==> config.mk <==
export PLATFORM = sky130hd
export DESIGN_NAME = tcw_ctrl_flat
export DESIGN_NICKNAME = d
export VERILOG_FILES = /design/src/hdl/tcw_pkg.sv /design/src/hdl/tcw_req_if.sv /design/src/hdl/tcw_rsp_if.sv /design/src/hdl/tcw_cfg_if.sv /design/src/hdl/tcw_ctrl.sv /design/src/flat_wrapper.sv
export SDC_FILE = /design/constraint.sdc
export NUM_CORES = 1
export LEC_CHECK = 0
export BUFFER_PORTS_ARGS = -buffer_cell sky130_fd_sc_hd__buf_2
export CELL_PAD_IN_SITES_DETAIL_PLACEMENT = 1
export CELL_PAD_IN_SITES_GLOBAL_PLACEMENT = 1
export CORE_MARGIN = 2
export CORE_UTILIZATION = 38
export CTS_BUF_LIST = sky130_fd_sc_hd__clkbuf_4
export CTS_CLUSTER_SIZE = 10
export DETAILED_ROUTE_END_ITERATION = 8
export PLACE_DENSITY = 0.91
export SYNTH_ARGS = -nofsm -noshare
export SYNTH_HDL_FRONTEND = slang
export SYNTH_SLANG_ARGS = --single-unit
==> constraint.sdc <==
create_clock -name clk -period 2.6 [get_ports clk]
set_clock_uncertainty 0.15 [all_clocks]
set_input_delay 0.39 -clock clk [delete_from_list [all_inputs] [get_ports clk]]
set_output_delay 0.39 -clock clk [all_outputs]
set_load 0.01 [all_outputs]
==> src/hdl/tcw_pkg.sv <==
// ============================================================================
// tcw_pkg
// Shared widths, codes and types of the text console writer.
// ============================================================================
package tcw_pkg;

    // Field widths
    localparam int CHAR_W     = 8;
    localparam int ATTR_W     = 8;
    localparam int CELL_W     = 16;
    localparam int IDX_W      = 11;
    localparam int POS_W      = 11;
    // Wide enough for row * columns + column at the largest geometry
    localparam int POS_FULL_W = 14;

    // Default geometry
    localparam int DEFAULT_COLUMNS = 80;
    localparam int DEFAULT_ROWS    = 25;

    // Byte codes and reset value
    localparam logic [CHAR_W-1:0] NEWLINE_BYTE = 8'd10;
    localparam logic [CHAR_W-1:0] BLANK_BYTE   = 8'h20;
    localparam logic [ATTR_W-1:0] ATTR_RESET   = 8'd7;

    // Command codes
    localparam logic CMD_PUT  = 1'b0;
    localparam logic CMD_READ = 1'b1;

    // Controller states
    typedef enum logic [2:0] {
        ST_IDLE,
        ST_CLEAR,
        ST_PUT,
        ST_SCROLL,
        ST_BLANK,
        ST_DONE
    } state_t;

endpackage

==> src/hdl/tcw_req_if.sv <==
// ============================================================================
// tcw_req_if
// Request channel: put or read command with valid/ready.
// ============================================================================
interface tcw_req_if;
    logic                       valid;
    logic                       ready;
    logic                       command;
    logic [tcw_pkg::CHAR_W-1:0] character;
    logic [tcw_pkg::IDX_W-1:0]  cell_index;
    logic                       last_in_string;

    modport source (output valid, command, character, cell_index, last_in_string,
                    input ready);
    modport sink   (input valid, command, character, cell_index, last_in_string,
                    output ready);
endinterface

==> src/hdl/tcw_rsp_if.sv <==
// ============================================================================
// tcw_rsp_if
// Response channel: cursor position, read data and string flag.
// ============================================================================
interface tcw_rsp_if;
    logic                       valid;
    logic                       ready;
    logic [tcw_pkg::POS_W-1:0]  cursor_position;
    logic [tcw_pkg::CELL_W-1:0] read_data;
    logic                       string_done;

    modport source (output valid, cursor_position, read_data, string_done,
                    input ready);
    modport sink   (input valid, cursor_position, read_data, string_done,
                    output ready);
endinterface

==> src/hdl/tcw_cfg_if.sv <==
// ============================================================================
// tcw_cfg_if
// Configuration write channel for the attribute register.
// ============================================================================
interface tcw_cfg_if;
    logic                       valid;
    logic                       ready;
    logic [tcw_pkg::ATTR_W-1:0] cell_attribute;

    modport source (output valid, cell_attribute, input ready);
    modport sink   (input valid, cell_attribute, output ready);
endinterface

==> src/hdl/tcw_ctrl.sv <==
// ============================================================================
// tcw_ctrl
// Console sequencer: cursor, attribute register, clear/scroll sweeps over
// the screen memory and the response register.
// ============================================================================
module tcw_ctrl #(
    parameter int COLUMNS = tcw_pkg::DEFAULT_COLUMNS,
    parameter int ROWS    = tcw_pkg::DEFAULT_ROWS,
    parameter int ADDR_W  = $clog2(ROWS * COLUMNS)
) (
    input  logic                       clk,
    input  logic                       rst_n,
    tcw_req_if.sink                    request,
    tcw_rsp_if.source                  response,
    tcw_cfg_if.sink                    cfg,
    output logic                       mem_we,
    output logic [ADDR_W-1:0]          mem_waddr,
    output logic [tcw_pkg::CELL_W-1:0] mem_wdata,
    output logic                       mem_re,
    output logic [ADDR_W-1:0]          mem_raddr,
    input  logic [tcw_pkg::CELL_W-1:0] mem_rdata
);

    localparam int CELL_COUNT = ROWS * COLUMNS;
    localparam int MOVE_COUNT = COLUMNS * (ROWS - 1);
    localparam int COL_W      = $clog2(COLUMNS);
    localparam int ROW_W      = $clog2(ROWS);

    tcw_pkg::state_t             state_reg, state_next;
    logic [COL_W-1:0]            col_reg, col_next;
    logic [ROW_W-1:0]            row_reg, row_next;
    logic [ADDR_W-1:0]           cnt_reg, cnt_next;
    logic [tcw_pkg::ATTR_W-1:0]  attr_reg;
    logic [tcw_pkg::CHAR_W-1:0]  char_reg, char_next;
    logic                        cmd_reg, cmd_next;
    logic                        last_reg, last_next;
    logic                        zero_reg, zero_next;
    logic                        out_valid_reg, out_valid_next;
    logic [tcw_pkg::POS_W-1:0]   out_pos_reg, out_pos_next;
    logic [tcw_pkg::CELL_W-1:0]  out_data_reg, out_data_next;
    logic                        out_done_reg, out_done_next;

    logic [tcw_pkg::POS_FULL_W-1:0] pos_full;
    logic [tcw_pkg::CELL_W-1:0]     blank_cell;
    logic [tcw_pkg::CHAR_W-1:0]     act_char;
    logic [31:0]                    idx_ext;
    logic                           idx_in_range;
    logic                           at_end_col;
    logic                           at_last_row;
    logic                           do_put;

    // Cursor address and helpers
    assign pos_full     = tcw_pkg::POS_FULL_W'(row_reg) * tcw_pkg::POS_FULL_W'(COLUMNS)
                        + tcw_pkg::POS_FULL_W'(col_reg);
    assign blank_cell   = {attr_reg, tcw_pkg::BLANK_BYTE};
    assign act_char     = (state_reg == tcw_pkg::ST_IDLE) ? request.character : char_reg;
    assign idx_ext      = 32'(request.cell_index);
    assign idx_in_range = idx_ext < 32'(CELL_COUNT);
    assign at_end_col   = col_reg == COL_W'(COLUMNS - 1);
    assign at_last_row  = row_reg == ROW_W'(ROWS - 1);

    // Handshakes
    assign request.ready            = state_reg == tcw_pkg::ST_IDLE;
    assign cfg.ready                = 1'b1;
    assign response.valid           = out_valid_reg;
    assign response.cursor_position = out_pos_reg;
    assign response.read_data       = out_data_reg;
    assign response.string_done     = out_done_reg;

    // Next state and memory control
    always_comb
    begin
        state_next    = state_reg;
        col_next      = col_reg;
        row_next      = row_reg;
        cnt_next      = cnt_reg;
        char_next     = char_reg;
        cmd_next      = cmd_reg;
        last_next     = last_reg;
        zero_next     = zero_reg;
        out_pos_next  = out_pos_reg;
        out_data_next = out_data_reg;
        out_done_next = out_done_reg;
        mem_we        = 1'b0;
        mem_waddr     = pos_full[ADDR_W-1:0];
        mem_wdata     = {attr_reg, act_char};
        mem_re        = 1'b0;
        mem_raddr     = idx_ext[ADDR_W-1:0];
        do_put        = 1'b0;

        out_valid_next = out_valid_reg;
        if (response.ready)
        begin
            out_valid_next = 1'b0;
        end

        case (state_reg)
            tcw_pkg::ST_IDLE:
            begin
                if (request.valid)
                begin
                    cmd_next  = request.command;
                    last_next = request.last_in_string;
                    char_next = request.character;
                    if (request.command == tcw_pkg::CMD_READ)
                    begin
                        mem_re     = idx_in_range;
                        zero_next  = !idx_in_range;
                        state_next = tcw_pkg::ST_DONE;
                    end
                    else if (col_reg == '0 && row_reg == '0)
                    begin
                        cnt_next   = '0;
                        state_next = tcw_pkg::ST_CLEAR;
                    end
                    else
                    begin
                        do_put = 1'b1;
                    end
                end
            end

            // Fill the whole screen with blanks
            tcw_pkg::ST_CLEAR:
            begin
                mem_we    = 1'b1;
                mem_waddr = cnt_reg;
                mem_wdata = blank_cell;
                if (cnt_reg == ADDR_W'(CELL_COUNT - 1))
                begin
                    state_next = tcw_pkg::ST_PUT;
                end
                else
                begin
                    cnt_next = cnt_reg + 1'b1;
                end
            end

            // Held byte after the clear
            tcw_pkg::ST_PUT:
            begin
                do_put = 1'b1;
            end

            // Copy row r+1 to row r: read ahead, write the previous read
            tcw_pkg::ST_SCROLL:
            begin
                if (cnt_reg != ADDR_W'(MOVE_COUNT))
                begin
                    mem_re    = 1'b1;
                    mem_raddr = cnt_reg + ADDR_W'(COLUMNS);
                end
                if (cnt_reg != '0)
                begin
                    mem_we    = 1'b1;
                    mem_waddr = cnt_reg - 1'b1;
                    mem_wdata = mem_rdata;
                end
                if (cnt_reg == ADDR_W'(MOVE_COUNT))
                begin
                    cnt_next   = '0;
                    state_next = tcw_pkg::ST_BLANK;
                end
                else
                begin
                    cnt_next = cnt_reg + 1'b1;
                end
            end

            // Blank the bottom row
            tcw_pkg::ST_BLANK:
            begin
                mem_we    = 1'b1;
                mem_waddr = ADDR_W'(MOVE_COUNT) + cnt_reg;
                mem_wdata = blank_cell;
                if (cnt_reg == ADDR_W'(COLUMNS - 1))
                begin
                    state_next = tcw_pkg::ST_DONE;
                end
                else
                begin
                    cnt_next = cnt_reg + 1'b1;
                end
            end

            // Hand the result to the response register
            tcw_pkg::ST_DONE:
            begin
                if (!out_valid_reg || response.ready)
                begin
                    out_valid_next = 1'b1;
                    out_pos_next   = pos_full[tcw_pkg::POS_W-1:0];
                    out_done_next  = last_reg;
                    if (cmd_reg == tcw_pkg::CMD_READ && !zero_reg)
                    begin
                        out_data_next = mem_rdata;
                    end
                    else
                    begin
                        out_data_next = '0;
                    end
                    state_next = tcw_pkg::ST_IDLE;
                end
            end

            default:
            begin
                state_next = tcw_pkg::ST_IDLE;
            end
        endcase

        // Store a byte or advance to the next line
        if (do_put)
        begin
            if (act_char != tcw_pkg::NEWLINE_BYTE)
            begin
                mem_we = 1'b1;
            end
            if (act_char == tcw_pkg::NEWLINE_BYTE || at_end_col)
            begin
                col_next = '0;
                if (at_last_row)
                begin
                    cnt_next   = '0;
                    state_next = tcw_pkg::ST_SCROLL;
                end
                else
                begin
                    row_next   = row_reg + 1'b1;
                    state_next = tcw_pkg::ST_DONE;
                end
            end
            else
            begin
                col_next   = col_reg + 1'b1;
                state_next = tcw_pkg::ST_DONE;
            end
        end
    end

    // Control registers
    always_ff @(posedge clk or negedge rst_n)
    begin
        if (!rst_n)
        begin
            state_reg     <= tcw_pkg::ST_IDLE;
            col_reg       <= '0;
            row_reg       <= '0;
            cnt_reg       <= '0;
            attr_reg      <= tcw_pkg::ATTR_RESET;
            out_valid_reg <= 1'b0;
        end
        else
        begin
            state_reg     <= state_next;
            col_reg       <= col_next;
            row_reg       <= row_next;
            cnt_reg       <= cnt_next;
            out_valid_reg <= out_valid_next;
            if (cfg.valid)
            begin
                attr_reg <= cfg.cell_attribute;
            end
        end
    end

    // Payload registers
    always_ff @(posedge clk)
    begin
        char_reg     <= char_next;
        cmd_reg      <= cmd_next;
        last_reg     <= last_next;
        zero_reg     <= zero_next;
        out_pos_reg  <= out_pos_next;
        out_data_reg <= out_data_next;
        out_done_reg <= out_done_next;
    end

endmodule

==> src/flat_wrapper.sv <==
// flat-port wrapper written by rule: the top's interface ports become plain ports
module tcw_ctrl_flat 
#(
    parameter int COLUMNS = tcw_pkg::DEFAULT_COLUMNS,
    parameter int ROWS    = tcw_pkg::DEFAULT_ROWS,
    parameter int ADDR_W  = $clog2(ROWS * COLUMNS)
)
  (clk, rst_n, mem_we, mem_waddr, mem_wdata, mem_re, mem_raddr, mem_rdata, request_valid, request_command, request_character, request_cell_index, request_last_in_string, request_ready, response_valid, response_cursor_position, response_read_data, response_string_done, response_ready, cfg_valid, cfg_cell_attribute, cfg_ready);
  tcw_req_if request_i ();
  tcw_rsp_if response_i ();
  tcw_cfg_if cfg_i ();
  input  logic clk;
  input  logic rst_n;
  output logic mem_we;
  output logic [ADDR_W-1:0] mem_waddr;
  output logic [tcw_pkg::CELL_W-1:0] mem_wdata;
  output logic mem_re;
  output logic [ADDR_W-1:0] mem_raddr;
  input  logic [tcw_pkg::CELL_W-1:0] mem_rdata;
  input wire logic [$bits(request_i.valid)-1:0] request_valid;
  input wire logic [$bits(request_i.command)-1:0] request_command;
  input wire logic [$bits(request_i.character)-1:0] request_character;
  input wire logic [$bits(request_i.cell_index)-1:0] request_cell_index;
  input wire logic [$bits(request_i.last_in_string)-1:0] request_last_in_string;
  output wire logic [$bits(request_i.ready)-1:0] request_ready;
  output wire logic [$bits(response_i.valid)-1:0] response_valid;
  output wire logic [$bits(response_i.cursor_position)-1:0] response_cursor_position;
  output wire logic [$bits(response_i.read_data)-1:0] response_read_data;
  output wire logic [$bits(response_i.string_done)-1:0] response_string_done;
  input wire logic [$bits(response_i.ready)-1:0] response_ready;
  input wire logic [$bits(cfg_i.valid)-1:0] cfg_valid;
  input wire logic [$bits(cfg_i.cell_attribute)-1:0] cfg_cell_attribute;
  output wire logic [$bits(cfg_i.ready)-1:0] cfg_ready;
  assign request_i.valid = request_valid;
  assign request_i.command = request_command;
  assign request_i.character = request_character;
  assign request_i.cell_index = request_cell_index;
  assign request_i.last_in_string = request_last_in_string;
  assign request_ready = request_i.ready;
  assign response_valid = response_i.valid;
  assign response_cursor_position = response_i.cursor_position;
  assign response_read_data = response_i.read_data;
  assign response_string_done = response_i.string_done;
  assign response_i.ready = response_ready;
  assign cfg_i.valid = cfg_valid;
  assign cfg_i.cell_attribute = cfg_cell_attribute;
  assign cfg_ready = cfg_i.ready;
  tcw_ctrl #(.COLUMNS(COLUMNS), .ROWS(ROWS), .ADDR_W(ADDR_W)) u_core (.clk(clk), .rst_n(rst_n), .request(request_i), .response(response_i), .cfg(cfg_i), .mem_we(mem_we), .mem_waddr(mem_waddr), .mem_wdata(mem_wdata), .mem_re(mem_re), .mem_raddr(mem_raddr), .mem_rdata(mem_rdata));
endmodule
* Word-level counts from Yosys, hierarchy flattened
Index checks and enable logic that the tools add are counted.
Word-level totals: register bits after elaboration 74, output and inout port bits 71, logic and storage cells 104, bits of input ports 50
Cells by class: reductions and logical operators 17, multiplexer cells 44, multiply operators 1, add/sub/neg operators 7, magnitude comparators 1, equal/unequal tests 20, bitwise gates (word level) 1
Operators with widths (number):
- two-way mux 11 bit | 12
- one-hot mux 11 bit (4 select lines) | 1
- one-hot mux 11 bit (3 select lines) | 1
- one-hot mux 16 bit (2 select lines) | 1
- two-way mux 3 bit | 10
- == test 11 bit, second input constant | 2
- one-hot mux 3 bit (6 select lines) | 1
- two-way mux 16 bit | 1
- two-way mux 1 bit | 12
- inequality test 3 x 1 -> 1 bit, second input constant | 4
- adder 11 x 1 -> 11 bit, second input constant | 1
- adder 11 bit, first input constant | 1
- adder 11 x 7 -> 11 bit | 1
- adder 11 x 7 -> 11 bit, second input constant | 1
- == test 11 x 7 -> 1 bit, second input constant | 1
- less-than comparator 11 bit, second input constant | 1
- inequality test 11 bit, second input constant | 1
- nonzero test 11 bit | 1
- subtractor 11 x 1 -> 11 bit, second input constant | 1
- == test 8 x 4 -> 1 bit, second input constant | 1
- two-way mux 8 bit | 1
- inequality test 8 x 4 -> 1 bit, second input constant | 1
- adder 7 x 1 -> 7 bit, second input constant | 1
- == test 7 bit, second input constant | 1
- other kinds (22) | 32

* Depth between registers and ports, before layout
Gate-level depths: netlist of the first run.
depth after elaboration 9, mapped depth 9, gate-level depth less buffers 9

* Worst setup path after synthesis of the first run
Ideal clock, no wire load.
kind register to output, start register u_core.row_reg[3], end output port mem_waddr[10], data required time 2060 ps, setup slack -193 ps, buffers on the path 0, arrival time 2253 ps, stages on the path, launching flop included 10, path through dfrtp_1 > ha_1 > ha_1 > inv_1 > fa_1 > xnor2_1 > o2111ai_1 > xnor2_1 > xnor2_1 > a211o_1
Between the ends: cells in the longest elaborated chain, start to end 4
Ends and longest elaborated chain:
- from (decl) | line tcw_ctrl.sv:31 | logic [ROW_W-1:0] row_reg, row_next;
- from (signal assigned) | line tcw_ctrl.sv:257 | row_reg <= row_next;
- multiplier 5 x 3 -> 7 bit (*) | line tcw_ctrl.sv:53 | assign pos_full = tcw_pkg::POS_FULL_W'(row_reg) * tcw_pkg::POS_FULL_W'(COLUMNS)
- adder 11 x 7 -> 11 bit (*) | line tcw_ctrl.sv:54 | + tcw_pkg::POS_FULL_W'(col_reg);
- named net u_core.pos_full (one bit) | line tcw_ctrl.sv:43 | logic [tcw_pkg::POS_FULL_W-1:0] pos_full;
- two-way mux 11 bit | line tcw_ctrl.sv:153 | if (cnt_reg != '0)
- one-hot mux 11 bit (3 select lines) (*) | line tcw_ctrl.sv:97 | case (state_reg)
- to (decl) | line flat_wrapper.sv:15 | output logic [ADDR_W-1:0] mem_waddr;
The timed path passes the listed nets; every way through them passes the cells marked *.

* Worst setup path after layout of the first run
Ends and elaborated chain as after synthesis.

==> flow_summary.yaml, run 1 <==
run_status:
  status: "complete, but fails checks"
  violations: "hold timing, setup timing"
sta:
  max_freq_mhz: 274
  finalCritPeriodShare_pct: 141
  setup_viol: 59
  holdWs_ps: -1.63
  grt_setup_unrepaired: "true"
  worst_slew_margin_rel_pct: 31.1
  maxSlewViolCount: 0
  hold_viol: 1
  fin_ws_ps: -1050
  timing.final.crit_period_ps: 3650
  worst_slew_pin_slew_ps: 1030
  setup_tns_ps: -24220
routing:
  routedWlPerCell_um: 35.3
  num_vias: 6487
  drt_wl_total_mm: 33.2
  drc: 0
  ant_nets: 0
  drt_iter0_drc: 1055
  viasPerCell: 6.88
  firstDrtPassIters: 7
synthesis:
  avgSynthCellArea_um2: 9.45
  synth_cell_types: 65
  ys_ff_latch: 74
  ys_async_sr_fraction_pct: 47.3
  mappedNetlistArea_um2: 4770
  synth-edff-count: 39
  synth_seq_area_share_pct: 43.0
  syn_inst: 505
  yosysWarnings: 0
  synth_nets: 576
  synth_flop_cell: "edfxtp_1"
die:
  row_count: 40
  start_util_pct: 39.4
  die-height_um: 116
  core_um2: 12100
  boundaryPins: 121
  dieWidth_um: 116
  die_area_um2: 13500
setup_path:
  end_kind: "output pin"
  worst_ep_arrival_time_ps: 3110
  worst-setup-path-type: "reg2out"
  cp.required_ps: 2060
  crit_fanout: 2
  startpoint_type: "register"
final_layout:
  largest_reg_flops: 16
  drive_gt1_share_pct: 56.9
  layout.nets: 839
  fin_util_pct: 65.9
  multi_input_area_um2: 3360
  final_cell_mix: "buf_4, buf_2, edfxtp_1, buf_6, nand2_1"
  ff_latch_area_um2: 2050
  n_fill_cell: 1300
  syn2layout_area_growth_pct: 67.4
  final_common_cell: "buf_4"
power:
  p_sw_share_pct: 50.9
  power_frac_seq_pct: 20.3
  leakagePower_nw: 3.54
  power.clock.fraction_pct: 8.4
  p_per_area_nw_per_um2: 1110
  comb_power_share_pct: 71.3
  p_sw_w: 0.00452
  peakVddDrop_mv: 0.432
  p_int_w: 0.00436
cts:
  cts_tree: "yes"
  clk_pin_slew_worst_paths_ps: 160
  cts_root_buffer: "clkbuf_4"
  clockBufferDepth: 2
  insertion_delay_ps: 500
  numCtsBuffers: 9
  h-tree-depth: 3
  cts.sinks: 74
grt:
  antenna_found_initial: 3
  grt_use_total_pct: 38.0
  grt_pass1_wl_mm: 37.9
  grt_pass1_vias: 6224
  grt_max_degree: 36
  globalRouteOverflowTotal: 0
placement:
  place_hpwl_mm: 14.8
  place_congestion: 0.907
  place_ws_ps: -428
  portBuffers: 119
run:
  drv_cap: 0
worst_hold_path:
  hold_class: "in2reg"
[what timing repair did]
item,4_1_cts,5_1_grt
gates cloned,1,1
hold endpoints to repair,33,6
pin swaps,42,49
setup endpoints to repair,59,56
hold buffers,2,6
resized for setup,116,136
buffers inserted,25,41
[cell usage after synthesis, types with 7 or more instances]
| cell type | count | share of area, % |
|---|---|---|
| nand3_1 | 13 | 1.4 |
| clkbuf_1 | 18 | 1.4 |
| a21oi_1 | 23 | 2.4 |
| nand2_1 | 66 | 5.2 |
| mux2_2 | 13 | 3.1 |
| buf_2 | 8 | 0.84 |
| mux2i_1 | 9 | 1.9 |
| nand4_1 | 7 | 0.92 |
| inv_1 | 28 | 2.2 |
| nor2_1 | 24 | 1.9 |
| a31oi_1 | 7 | 0.92 |
| ha_1 | 19 | 5.0 |
| and2_1 | 17 | 2.2 |
| xnor2_1 | 12 | 2.2 |
| o31ai_1 | 11 | 1.7 |
| nor3_1 | 15 | 1.6 |
| edfxtp_1 | 39 | 25 |
| o21ai_0 | 32 | 3.4 |
| dfrtp_1 | 32 | 17 |
| xor2_1 | 7 | 1.3 |
[area by class of cell]
class                   count  share of cell area (%)
diodes                      2                  0.0627
clock buffers              10                   0.940
clock inverters             6                   0.423
inverters                  28                    1.38
multi-input cells         375                    42.0
flip-flops and latches     74                    25.7
well taps                 168                    2.63
repair buffers            280                    26.8
[metal layers]
metal	track usage (%)	vias to the layer above	wire, um
li1	-	2371	-
met1	41.6	3024	11300
met2	64.7	776	14100
met3	10.5	314	4410
met4	25.0	2	3390
met5	0	-	13
[through the flow]
stage	power (W)	instances	cell area [um^2]
after floorplan	0.00373	505	4790
after global placement	0.00550	866	6290
after detailed placement	0.00571	866	6290
after CTS	0.00689	905	7090
after global routing	0.00891	941	7980
final	0.00888	943	7990
[critical path, cell delays in order, from the launching register on]
cell       delay [ps]
dfrtp_1           420
ha_1              300
ha_2              180
inv_2              40
fa_2              360
xnor2_2           230
o2111ai_2         250
xnor2_2           220
xnor2_2           200
a211o_1           290
buf_2             140
[final timing paths]
path,start,to,slack (ps),depth (start not counted)
max reg2reg,u_core.cnt_reg[5],u_core.cnt_reg[5],-480,10
max,u_core.row_reg[3],mem_waddr[10],-1050,10
min,cfg_cell_attribute[3],u_core.attr_reg[3],-2,2
min in group asynchronous,rst_n,u_core.cnt_reg[6],440,2
min reg2reg,u_core.last_reg,u_core.response.string_done,350,0
max in group asynchronous,rst_n,u_core.cnt_reg[9],1160,2
[power groups by stage]
stage	Clock [W]	Combinational, W	Sequential, W
floorplan	0	0.00195	0.00179
global placement	0	0.00381	0.00169
detailed placement	0	0.00399	0.00172
CTS	0.000639	0.00454	0.00171
global route	0.000770	0.00634	0.00180
finish	0.000747	0.00633	0.00181
[cells by family after synthesis]
family | share of synthesized area, %
adders and majority gates | 5.82
xor gates and xnor gates | 3.49
other | 0.0786
and+or+nand+nor | 20.5
DFF | 43.0
AOI/OAI and AO/OA | 17.4
buffers and inverters | 4.77
muxes | 4.96
No activity file was read; power rests on OpenSTA's default activity.
==> inputs of run 2 (changes only) <==
--- a/config.mk
+++ b/config.mk
@@ -10,7 +10,7 @@
 export CELL_PAD_IN_SITES_GLOBAL_PLACEMENT = 1
 export CORE_MARGIN = 2
 export CORE_UTILIZATION = 38
-export CTS_BUF_LIST = sky130_fd_sc_hd__clkbuf_4
+export CTS_BUF_LIST = sky130_fd_sc_hd__clkbuf_2 sky130_fd_sc_hd__clkbuf_4 sky130_fd_sc_hd__clkbuf_8
 export CTS_CLUSTER_SIZE = 10
 export DETAILED_ROUTE_END_ITERATION = 8
 export PLACE_DENSITY = 0.91
==> run 2 against run 1 <==
Net effect: clock-buffer cell count is 1 higher; worst setup slack better by 230 ps; combinational power is 3% lower; cell count is 1.3% lower; first-iteration DRC count is 5.3% lower; via count is 2.8% lower; sequential power hardly changed; clock power is 26% higher; the run still ends with hold timing, setup timing left; total power hardly changed; global-route usage is 1.8 points lower.
==> flow_summary.yaml, run 2 (synthesis gave the netlist of run 1 again) <==
routing:
  drt_wl_total_mm: 31.8
  wl_met1_mm: 10.9
  ant_nets: 0
  viasPerCell: 6.77
  drc: 0
  routedWlPerCell_um: 34.1
  firstDrtPassIters: 6
  drt_iter0_drc: 999
  num_vias: 6304
  wl_met3_mm: 4.18
  wl_met2_mm: 13.9
  top_layer_used: "met5"
cts:
  cts.sinks: 74
  numCtsBuffers: 9
  cts_root_buffer: "clkbuf_8"
  h-tree-depth: 3
  cts_tree: "yes"
  hold_buffers: 0
  clockBufferDepth: 2
  insertion_delay_ps: 410
  clk_pin_slew_worst_paths_ps: 110
grt:
  grt_use_total_pct: 36.2
  antenna_found_initial: 3
  globalRouteOverflowTotal: 0
  grt_pass1_vias: 5921
  grt_max_degree: 36
  grt_pass1_wl_mm: 36.0
power:
  peakVddDrop_mv: 0.404
  p_sw_w: 0.00439
  power.clock.fraction_pct: 10.6
  p_sw_share_pct: 49.5
  p_per_area_nw_per_um2: 1130
  power_frac_seq_pct: 20.3
  p_int_w: 0.00449
  leakagePower_nw: 3.48
  comb_power_share_pct: 69.1
placement:
  place_hpwl_mm: 14.8
  dp_cells: 866
  place_congestion: 0.907
  postPlaceCellArea_um2: 6290
  portBuffers: 119
  place_ws_ps: -428
setup_path:
  cp.required_ps: 2060
  r2r_cells: 9
  startpoint: "u_core.row_reg[3]"
  timing.rr.end: "u_core.col_reg[0]"
  crit_fanout: 2
  regToRegSetupSlack_ps: -510
  crit-reg2reg-launch: "u_core.col_reg[0]"
  worst-setup-path-type: "reg2out"
  startpoint_type: "register"
  crit_end: "mem_waddr[10]"
  end_kind: "output pin"
  worst_ep_arrival_time_ps: 2890
worst_hold_path:
  hold_class: "in2async"
final_layout:
  layout.nets: 827
  syn2layout_area_growth_pct: 64.1
  largest_reg_flops: 16
  ff_latch_area_um2: 2050
  n_fill_cell: 1328
  drive_gt1_share_pct: 55.2
  multi_input_area_um2: 3230
  final_common_cell: "buf_4"
  final_area_um2: 7830
  final_cell_mix: "buf_4, buf_2, nand2_1, edfxtp_1, buf_6"
  fin_cells: 931
die:
  boundaryPins: 121
  die_area_um2: 13500
  start_util_pct: 39.4
  row_count: 40
  core_um2: 12100
  die-height_um: 116
  dieWidth_um: 116
run:
  drv_cap: 0
sta:
  worst_slew_margin_rel_pct: 30.7
  timing.final.crit_period_ps: 3430
  fin_ws_ps: -828
  hold_viol: 10
  grt_setup_unrepaired: "true"
  finalCritPeriodShare_pct: 132
  worst_slew_pin_slew_ps: 1040
  max_freq_mhz: 292
  holdWs_ps: -10.1
  setup_viol: 59
  setup_tns_ps: -19930
  maxSlewViolCount: 0
run_status:
  violations: "hold timing, setup timing"
  status: "complete, but fails checks"
[run 2: changes by cell type in the layout (fill, tap and decap cells not counted), moves of 4 or more]
cell | previous run | this run
clkbuf_4 | 10 | 1
o21ai_2 | 12 | 5
dlygate4sd3_1 | 8 | 0
o21ai_1 | 2 | 9
o31ai_4 | 7 | 3
clkbuf_8 | 0 | 10
nand2_4 | 24 | 13
a21oi_1 | 19 | 15
nand2_1 | 33 | 42
[run 2: worst min path at each step]
stage                                from                           to  cells past startpoint
after floorplan                     rst_n           u_core.attr_reg[3]                      0
after global placement    u_core.last_reg  u_core.response.string_done                      0
after detailed placement  u_core.last_reg  u_core.response.string_done                      0
after CTS                           rst_n            u_core.col_reg[6]                      1
after global routing                rst_n            u_core.cnt_reg[5]                      1
final                               rst_n            u_core.cnt_reg[5]                      1
[run 2: through the flow]
step,power [W],utilization (%)
final,0.00888,64.6
after global routing,0.00903,64.6
after CTS,0.00712,58.5
after detailed placement,0.00571,51.9
after global placement,0.00550,51.9
after floorplan,0.00373,-
[run 2: critical path, cell delays in order, from the launching register on]
cell	delay, ps
dfrtp_1	400
ha_1	300
ha_2	190
inv_2	50
fa_2	460
inv_2	140
o2111ai_4	140
xnor2_2	250
xnor2_2	140
a211o_1	270
buf_2	140
[run 2: repair_timing]
item | 4_1_cts | 5_1_grt
pin swaps | 39 | 33
cloned | 0 | 2
endpoints found under the setup margin | 52 | 55
resized for setup | 110 | 110
setup buffers | 25 | 35
[run 2: routing by layer]
metal	vias up	track usage (%)
met5	-	0
met4	2	19.3
met3	253	8.47
met2	669	62.8
met1	3035	41.5
li1	2345	-
[run 2: layout make-up]
class | count | area share [%]
Antenna cell | 2 | 0.0639
Multi-Input combinational cell | 375 | 41.3
Tap cell | 168 | 2.68
Timing Repair Buffer | 268 | 26.1
Inverter | 28 | 1.37
Clock buffer | 11 | 1.85
Sequential cell | 74 | 26.2
Clock inverter | 5 | 0.384
[run 2: power by group through the flow]
stage               combinational [W]  sequential, W  clock (W)
global placement              0.00381        0.00169          0
finish                        0.00614        0.00180   0.000938
global route                  0.00627        0.00180   0.000956
CTS                           0.00454        0.00172   0.000855
detailed placement            0.00399        0.00172          0
floorplan                     0.00195        0.00179          0
==> inputs of run 3 (changes only) <==
--- a/config.mk
+++ b/config.mk
@@ -6,7 +6,7 @@
 export NUM_CORES = 1
 export LEC_CHECK = 0
 export BUFFER_PORTS_ARGS = -buffer_cell sky130_fd_sc_hd__buf_2
-export CELL_PAD_IN_SITES_DETAIL_PLACEMENT = 1
+export CELL_PAD_IN_SITES_DETAIL_PLACEMENT = 0
 export CELL_PAD_IN_SITES_GLOBAL_PLACEMENT = 1
 export CORE_MARGIN = 2
 export CORE_UTILIZATION = 38
==> run 3 against run 2 <==
Net effect: the run still ends with hold timing, setup timing left; sequential power fell by 5%; non-clock buffer count fell by 8; maximum frequency rose by 3.3%; worst setup slack improved by 110 ps; critical path depth did not move; first-iteration DRC count fell by 64%; clock power fell by 11%; combinational power fell by 18%; sequential share of layout area rose by 0.43 points; register-to-register slack improved by 460 ps; die area did not move; largest power group unchanged.
==> flow_summary.yaml, run 3 (synthesis gave the netlist of run 1 again) <==
sta:
  hold_viol: 5
  max_freq_mhz: 301
  maxSlewViolCount: 0
  worst_slew_margin_rel_pct: 40.8
  finalCritPeriodShare_pct: 128
  grt_setup_unrepaired: "true"
  worst_slew_pin_slew_ps: 888
  timing.final.crit_period_ps: 3320
  fin_ws_ps: -720
  setup_viol: 40
  holdWs_ps: -8.78
placement:
  portBuffers: 119
  place_ws_ps: -417
  postPlaceCellArea_um2: 6290
  place_congestion: 0.907
  place_hpwl_mm: 12.0
run:
  drv_cap: 0
routing:
  ant_nets: 0
  drt_wl_total_mm: 17.8
  drc: 0
  routedWlPerCell_um: 19.3
  viasPerCell: 5.57
  firstDrtPassIters: 5
  drt_iter0_drc: 362
  num_vias: 5139
cts:
  numCtsBuffers: 9
  insertion_delay_ps: 360
  cts_root_buffer: "clkbuf_8"
  clk_pin_slew_worst_paths_ps: 80
  cts.sinks: 74
  clockBufferDepth: 2
  h-tree-depth: 3
  cts_tree: "yes"
final_layout:
  final_area_um2: 7710
  largest_reg_flops: 16
  final_common_cell: "buf_2"
  antennaDiodeCount: 0
  drive_gt1_share_pct: 54.6
  n_fill_cell: 940
  final_cell_mix: "buf_2, buf_4, edfxtp_1, nand2_1, dfrtp_1"
  layout.nets: 820
  syn2layout_area_growth_pct: 61.6
setup_path:
  end_kind: "output pin"
  cp_num_buf_inv: 3
  cp_cell_sequence: "ha_1, ha_2, inv_2, fa_2, inv_2, o2111ai_4, xnor2_2, xnor2_2, a211o_1, buf_2"
  worst-setup-path-type: "reg2out"
  crit_fanout: 2
  worst_ep_arrival_time_ps: 2780
  cp.required_ps: 2060
  startpoint_type: "register"
  critical-path-top-delay-family: "adder cells"
  critical_path.max_stage_delay_ps: 450
  slowest_stage: "fa_2"
grt:
  grt_pass1_vias: 5041
  grt_max_degree: 36
  antenna_found_initial: 0
  grt_pass1_wl_mm: 25.7
  globalRouteOverflowTotal: 0
  grt_use_total_pct: 24.9
die:
  die_area_um2: 13500
  start_util_pct: 39.4
  core_um2: 12100
  row_count: 40
  die-height_um: 116
  boundaryPins: 121
  dieWidth_um: 116
power:
  leakagePower_nw: 3.46
  peakVddDrop_mv: 0.492
  p_per_area_nw_per_um2: 986
  finalPower_w: 0.00761
worst_hold_path:
  hold_class: "in2async"
run_status:
  status: "complete, but fails checks"
  violations: "hold timing, setup timing"
-- run 3: final cells by class --
type | count | area, um^2 | share of cell area, %
Timing Repair Buffer | 260 | 1930 | 25.0
Multi-Input combinational cell | 376 | 3230 | 41.9
Sequential cell | 74 | 2060 | 26.7
Clock buffer | 12 | 153 | 1.98
Tap cell | 168 | 210 | 2.73
Clock inverter | 4 | 27.5 | 0.357
Inverter | 28 | 110 | 1.43
-- run 3: layer usage --
metal	part of all wire, %	up-vias	global-route usage [%]
met5	0	-	0
met4	3.7	0	10.7
met3	7.1	56	4.76
met2	50	242	42.8
met1	39	2499	30.5
li1	-	2342	-
-- run 3: power breakdown --
part / switching [W] / internal (W) / leakage, nW / total, W
Combinational: 0.00270 / 0.00236 / 2.57 / 0.00506
Clock: 0.000442 / 0.000394 / 0.0972 / 0.000837
Sequential: 0.000141 / 0.00157 / 0.788 / 0.00171
Total: 0.00328 / 0.00432 / 3.46 / 0.00761
-- run 3: final timing paths --
path                                         from                     endpoint  slack (ps)  cells past startpoint
max reg2reg                     u_core.cnt_reg[0]          u_core.state_reg[0]         -50                     10
min reg2reg                       u_core.last_reg  u_core.response.string_done         290                      0
min                                         rst_n            u_core.row_reg[2]          -9                      1
max in group asynchronous                   rst_n            u_core.cnt_reg[9]        1680                      1
max                             u_core.row_reg[3]                mem_waddr[10]        -720                     10
min in group clk           request_last_in_string              u_core.last_reg          50                      1
-- run 3: stage by stage --
| step | instances | hold slack [ps] | TNS, ps | util (%) |
|---|---|---|---|---|
| after floorplan | 505 | -55.6 | -143 | - |
| after global placement | 866 | 253 | -2670 | 51.9 |
| after detailed placement | 866 | 277 | -3850 | 51.9 |
| after CTS | 908 | 14.0 | -6550 | 60.7 |
| after global routing | 922 | 41.4 | -10310 | 63.7 |
| final | 922 | -8.78 | -7270 | 63.7 |
-- run 3: what timing repair did --
item	CTS	global route
hold buffers	0	0
setup buffers	30	21
hold endpoints to repair	0	0
pin swaps	68	32
setup endpoints to repair	51	61
gates cloned	2	2
gates resized for setup	152	58
